===== src/itq_pkg.sv =====
// Shared types and constants for the in-order trace queue with cursor.
package itq_pkg;

  localparam int unsigned IdW   = 64;
  localparam int unsigned PcW   = 64;
  localparam int unsigned StepW = 8;

  typedef enum logic [2:0] {
    REQ_APPEND = 3'd0,
    REQ_RETIRE = 3'd1,
    REQ_FLUSH  = 3'd2,
    REQ_SETCUR = 3'd3,
    REQ_STEP   = 3'd4,
    REQ_FIND   = 3'd5,
    REQ_CLEAR  = 3'd6,
    REQ_QUERY  = 3'd7
  } req_e;

  typedef enum logic [2:0] {
    ST_OK     = 3'd0,
    ST_ID_GAP = 3'd1,
    ST_EMPTY  = 3'd2,
    ST_ORDER  = 3'd3,
    ST_NO_ID  = 3'd4,
    ST_FULL   = 3'd5
  } status_e;

  typedef enum logic [2:0] {
    S_IDLE,
    S_EXEC,
    S_FLUSH,
    S_FIND_RD,
    S_FIND_CMP,
    S_DONE
  } state_e;

  typedef struct packed {
    logic capture;
    logic exec;
    logic flush_drop;
    logic flush_end;
    logic scan_next;
    logic scan_hit;
    logic out_load;
  } cmd_t;

  typedef struct packed {
    req_e req;
    logic empty;
    logic flush_more;
    logic pc_match;
    logic scan_last;
    logic out_free;
  } sts_t;

endpackage


===== src/itq_ctrl.sv =====
// Controller state machine that sequences one request through the datapath.
module itq_ctrl (
  input  logic          clk_i,
  input  logic          rst_ni,
  input  logic          in_valid_i,
  output logic          in_ready_o,
  input  itq_pkg::sts_t sts_i,
  output itq_pkg::cmd_t cmd_o
);
  import itq_pkg::*;

  state_e state_q, state_d;

  always_ff @(posedge clk_i or negedge rst_ni) begin
    if (!rst_ni) begin
      state_q <= S_IDLE;
    end else begin
      state_q <= state_d;
    end
  end

  always_comb begin
    state_d    = state_q;
    cmd_o      = '0;
    in_ready_o = 1'b0;
    case (state_q)
      S_IDLE: begin
        in_ready_o = 1'b1;
        if (in_valid_i) begin
          cmd_o.capture = 1'b1;
          state_d       = S_EXEC;
        end
      end
      S_EXEC: begin
        cmd_o.exec = 1'b1;
        case (sts_i.req)
          REQ_FLUSH: state_d = S_FLUSH;
          REQ_FIND:  state_d = sts_i.empty ? S_DONE : S_FIND_RD;
          default:   state_d = S_DONE;
        endcase
      end
      S_FLUSH: begin
        if (sts_i.flush_more) begin
          cmd_o.flush_drop = 1'b1;
        end else begin
          cmd_o.flush_end = 1'b1;
          state_d         = S_DONE;
        end
      end
      S_FIND_RD: begin
        state_d = S_FIND_CMP;
      end
      S_FIND_CMP: begin
        if (sts_i.pc_match) begin
          cmd_o.scan_hit = 1'b1;
          state_d        = S_DONE;
        end else if (sts_i.scan_last) begin
          state_d = S_DONE;
        end else begin
          cmd_o.scan_next = 1'b1;
          state_d         = S_FIND_RD;
        end
      end
      S_DONE: begin
        if (sts_i.out_free) begin
          cmd_o.out_load = 1'b1;
          state_d        = S_IDLE;
        end
      end
      default: state_d = S_IDLE;
    endcase
  end

endmodule


===== config.mk =====
export PLATFORM = sky130hd
export DESIGN_NAME = itq_ctrl
export DESIGN_NICKNAME = d
export VERILOG_FILES = /design/src/itq_pkg.sv /design/src/itq_ctrl.sv
export SDC_FILE = /design/constraint.sdc
export NUM_CORES = 1
export LEC_CHECK = 0
export BUFFER_PORTS_ARGS = -buffer_cell sky130_fd_sc_hd__clkbuf_2
export CAP_MARGIN = 20
export CORE_AREA = 5 5 42 44
export CTS_CLUSTER_SIZE = 40
export DETAILED_ROUTE_END_ITERATION = 10
export DIE_AREA = 0 0 47 49
export GPL_TIMING_DRIVEN = 0
export SLEW_MARGIN = 10
export SYNTH_ARGS = -nofsm -noshare
export SYNTH_HDL_FRONTEND = slang
export SYNTH_SLANG_ARGS = --single-unit

===== constraint.sdc =====
create_clock -name clk_i -period 1.6 [get_ports clk_i]
set_input_delay 0.24 -clock clk_i [delete_from_list [all_inputs] [get_ports clk_i]]
set_output_delay 0.24 -clock clk_i [all_outputs]
set_load 0.005 [all_outputs]

# Word-level counts from Yosys, hierarchy flattened
# Index checks and enable logic that the tools add are counted.
# totals
word_cells	34
regBits	3
input_bits	11
# classes
eq_ne	10
reduce_logical	2
mux	21
# ops
op	n
$mux W3	6
$pmux W3 S6	1
$mux W1	11
$eq A3 B2 Y1 const B	3
$eq A3 B3 Y1 const B	3
$ne A2 B2 Y1 const B	3
$pmux W3 S2	1
$mux W2	2
$eq A3 B1 Y1 const B	1
$logic_not A3 Y1	1
$reduce_and A3 Y1	1

# Longest topological paths before layout
# logic_depth
depth_word	3
ltp_mapped	4
mapped_depth_nobuf	3

# Least setup slack after synthesis
# Ideal clock, no wire load.
# synth_timing
path_kind	flip-flop to flip-flop
from	register state_q[0]
to	register state_q[2]
t_required_ps	1461
n_path_buf	0
stages_incl_launch_ff	4
path_slack_ps	380
setup_time_ps	139
t_arrival_ps	1081
cell_sequence	dfrtp_1 > or3_2 > a31oi_1 > a222oi_1
# synth_between
elab_chain_len	3
word_cells_on_any_way	11
cone_classes	eq/ne: 8; mux: 1; reduce/logical: 2
# synth_rtl
element	line	source
start: declaration	itq_ctrl.sv:12	state_e state_q, state_d;
start signal: assignment	itq_ctrl.sv:18	state_q <= state_d;
$eq A3 B2 Y1 (tied with other cells)	itq_ctrl.sv:26	case (state_q)
$ne A2 B2 Y1 (no source line)	--	
$reduce_and A3 Y1 (no source line)	--	
# Several ways; a longest one is shown, not always the timed one.
# A chain may end at the register's enable or synchronous reset.

==> summary.txt <==
Run status
  – Status: finished clean

Clocking
  – Clock slew at reported path FFs: 0.04 ns
  – Clk sink count: 3
  – Total CTS buffers: 3
  – CTS tree: built
  – Post-CTS Setup Inserts: 0
  – H-tree depth: 1
  – Clock root cell: clkbuf_4
  – Skew-Pair Late Insertion Delay: 0.23 ns
  – Clock Path Buffers: 2

Floorplan
  – Core area: 1401 um2
  – Die Width: 47 um
  – Die height: 49 um
  – Row Count: 14
  – Die area: 2303 um2
  – Io pins: 19
  – Initial Util: 19.73%

Placed design
  – Placement Setup Slack: 0.2070 ns
  – Dpl hpwl: 625.1 um
  – Post-placement cell area: 386.6 um2
  – PortBufs: 18
  – GPL Wtd Cong: 0.7483

Cells and area
  – Commonest non-fill, non-tap cell in the layout: clkbuf_2
  – Final #Nets: 66
  – Layout cell share with drive strength beyond 1: 59.26%
  – Commonest cells after routing, fill and taps aside: clkbuf_2 (18), nand2_1 (3), clkbuf_4 (3)
  – Area of the multi-input gates: 196.4 um2
  – Biggest registers after layout: state_q x3
  – Fin area: 437.9 um2
  – Largest reg by FF count: state_q
  – # diodes: 0
  – Synth-to-layout area growth: 58.37%
  – FF+latch area: 77.57 um2
  – Util after Layout: 31.25%
  – Max reg flops: 3
  – Layout fillers: 165

Global route
  – Initial antenna violation count: 0
  – Total gr overflow: 0
  – Gr usage total: 7.551%
  – Met2 Usage GRT: 10.63%
  – First-pass GRT wire length: 1.269 mm
  – Vias in the first global route: 330
  – Gr busiest metal: met2
  – Largest net degree at the start of global routing: 11
  – Met3 usage: 1.107%
  – Met1 Use GR: 9.292%

Yosys
  – Post-synthesis net count: 42
  – Synthesized flop and latch total: 3
  – Yosys warning count: 0
  – Mean Syn Cell Area: 8.920 um2
  – Synthesized instance count: 31
  – Sequential area share after synthesis: 27.15%
  – Mapped Area: 276.5 um2
  – Distinct cells, synth: 24

Timing
  – RSZ-0062 raised after global routing: false
  – TNS Setup: 0 ns
  – Period utilization: 93.46%
  – Max Clk Rate: 668.8 MHz
  – Worst rel slew slack: 81.26%
  – Period minus WS final: 1.495 ns
  – Final Hold Viols: 0
  – Fin. max-slew vios: 0
  – Max Clock Skew: 0.001429 ns
  – Worst Max-Slew Pin Slew: 0.2812 ns
  – Setup ws final: 0.1047 ns
  – Final setup fails: 0

Worst hold path
  – Hold Path Class: input port to asynchronous set/reset pin

Power and ir drop
  – Sequential power share: 24.8%
  – Cell area power density: 1532 nW/um2
  – Comb power frac: 55.8%
  – Switch Pwr: 265.8 uW
  – Sw Ratio: 39.61%
  – Clock Power Share: 19.5%
  – Internal power: 405.2 uW
  – LEAKAGE: 0.0002230 uW
  – Worst IR Drop VDD: 441.4 uV

Routing
  – Iter 0 DRT Violations: 5
  – Drt via density: 4.671
  – WL/cell: 10.91 um
  – Final ANT Viol Nets: 0
  – Pre-Repair DR Iteration Count: 4
  – Routed WL: 764 um
  – DRC viols: 0
  – Total number of vias: 327

Setup path
  – CP delay by family, top: simple AND/OR/NAND/NOR gates
  – Setup Crit Path Kind: flop to output pin
  – CP Depth: 3
  – Crit path required time: 1.36 ns
  – Crit path max-delay cell type: dfrtp_2
  – Endpoint class of the critical path: output pin
  – Worst-path cell chain: or3_4 > nor2_2 > clkbuf_2
  – Crit path largest cell delay: 0.45 ns
  – Startpoint Class: flop
  – CP arrival: 1.26 ns
  – Launching point of the worst reg2reg path: state_q[2]$_DFFE_PN0P_
  – CP Capture Point: cmd_o[2]
  – CP Max Fanout: 7
  – R2R cell count: 4
  – Worst setup startpoint: state_q[0]$_DFFE_PN0P_
  – R2r endpoint: state_q[2]$_DFFE_PN0P_
  – Worst R2R Setup Slack: 0.30 ns
  – WP buf/inv: 1

Flow run
  – Max cap viols: 0
==> cells in the mapped netlist <==
| master | number | share of area, % |
|---|---|---|
| nor4b_1 | 1 | 3.2 |
| nor2b_1 | 1 | 2.3 |
| a21oi_1 | 2 | 3.6 |
| nand2b_1 | 1 | 2.3 |
| dfrtp_1 | 3 | 27 |
| o31ai_1 | 1 | 2.7 |
| or4bb_1 | 1 | 4.1 |
| nand3_2 | 1 | 3.6 |
| a31oi_1 | 1 | 2.3 |
| or2b_1 | 1 | 2.7 |
| o21ai_0 | 1 | 1.8 |
| clkbuf_8 | 1 | 5.0 |
| nor3_1 | 2 | 3.6 |
| and2_1 | 1 | 2.3 |
| nand2_1 | 3 | 4.1 |
| nor2_1 | 2 | 2.7 |
| a222oi_1 | 1 | 3.6 |
| inv_1 | 1 | 1.4 |
| and3_1 | 1 | 2.3 |
| or3_2 | 1 | 2.7 |
| a211o_2 | 1 | 3.6 |
| or3b_2 | 1 | 3.2 |
| nor3b_4 | 1 | 6.8 |
| and2b_2 | 1 | 3.2 |
==> power groups by stage <==
stage               registers [uW]  clock network [uW]  logic (uW)
CTS                            165                 138         377
floorplan                      146                   0         257
detailed placement             160                   0         362
global route                   172                 153         411
global placement               159                   0         358
finish                         166                 131         374
==> cells by family (layout without fill, tap and decap cells) <==
logic type	count (synthesis)	in the layout	share of synthesized area, %
AND/OR/NAND/NOR	19	19	48.88
AO/OA/AOI/OAI	7	7	17.65
flip-flops	3	3	27.15
buffers and inverters	2	25	6.332
==> layout make-up <==
type	instances	area share [%]
multi-input cells	26	44.86
flip-flops and latches	3	17.71
inverters	1	0.8571
clock buffers	4	6.000
plain buffers	1	3.143
well taps	16	4.571
repair buffers	19	22.86
==> metrics by stage <==
step                hold slack [ns]  total power [uW]  instances
floorplan                  -0.05559             402.5         31
global placement            0.03849             517.2         65
detailed placement          0.03952             522.0         65
CTS                          0.3292             679.7         70
global route                 0.3359             734.9         70
finish                       0.3402             671.0         70
==> metal layers <==
metal | routed length (um) | share of wire (%)
met3 | 54 | 7.1
met5 | 0 | 0
met1 | 350 | 46
met4 | 0 | 0
met2 | 359 | 47
==> worst min path at each step <==
stage | startpoint | to
floorplan | rst_ni | state_q[0]$_DFFE_PN0P_
global placement | rst_ni | state_q[2]$_DFFE_PN0P_
detailed placement | rst_ni | state_q[2]$_DFFE_PN0P_
CTS | rst_ni | state_q[2]$_DFFE_PN0P_
global route | rst_ni | state_q[1]$_DFFE_PN0P_
finish | rst_ni | state_q[2]$_DFFE_PN0P_
==> timing repair <==
item | in CTS | in global routing
hold buffers | 1 | 0
setup endpoints to repair | 2 | 1
gates resized for setup | 4 | 1
hold endpoints to repair | 3 | 0
(Power assumes the default switching activity.)
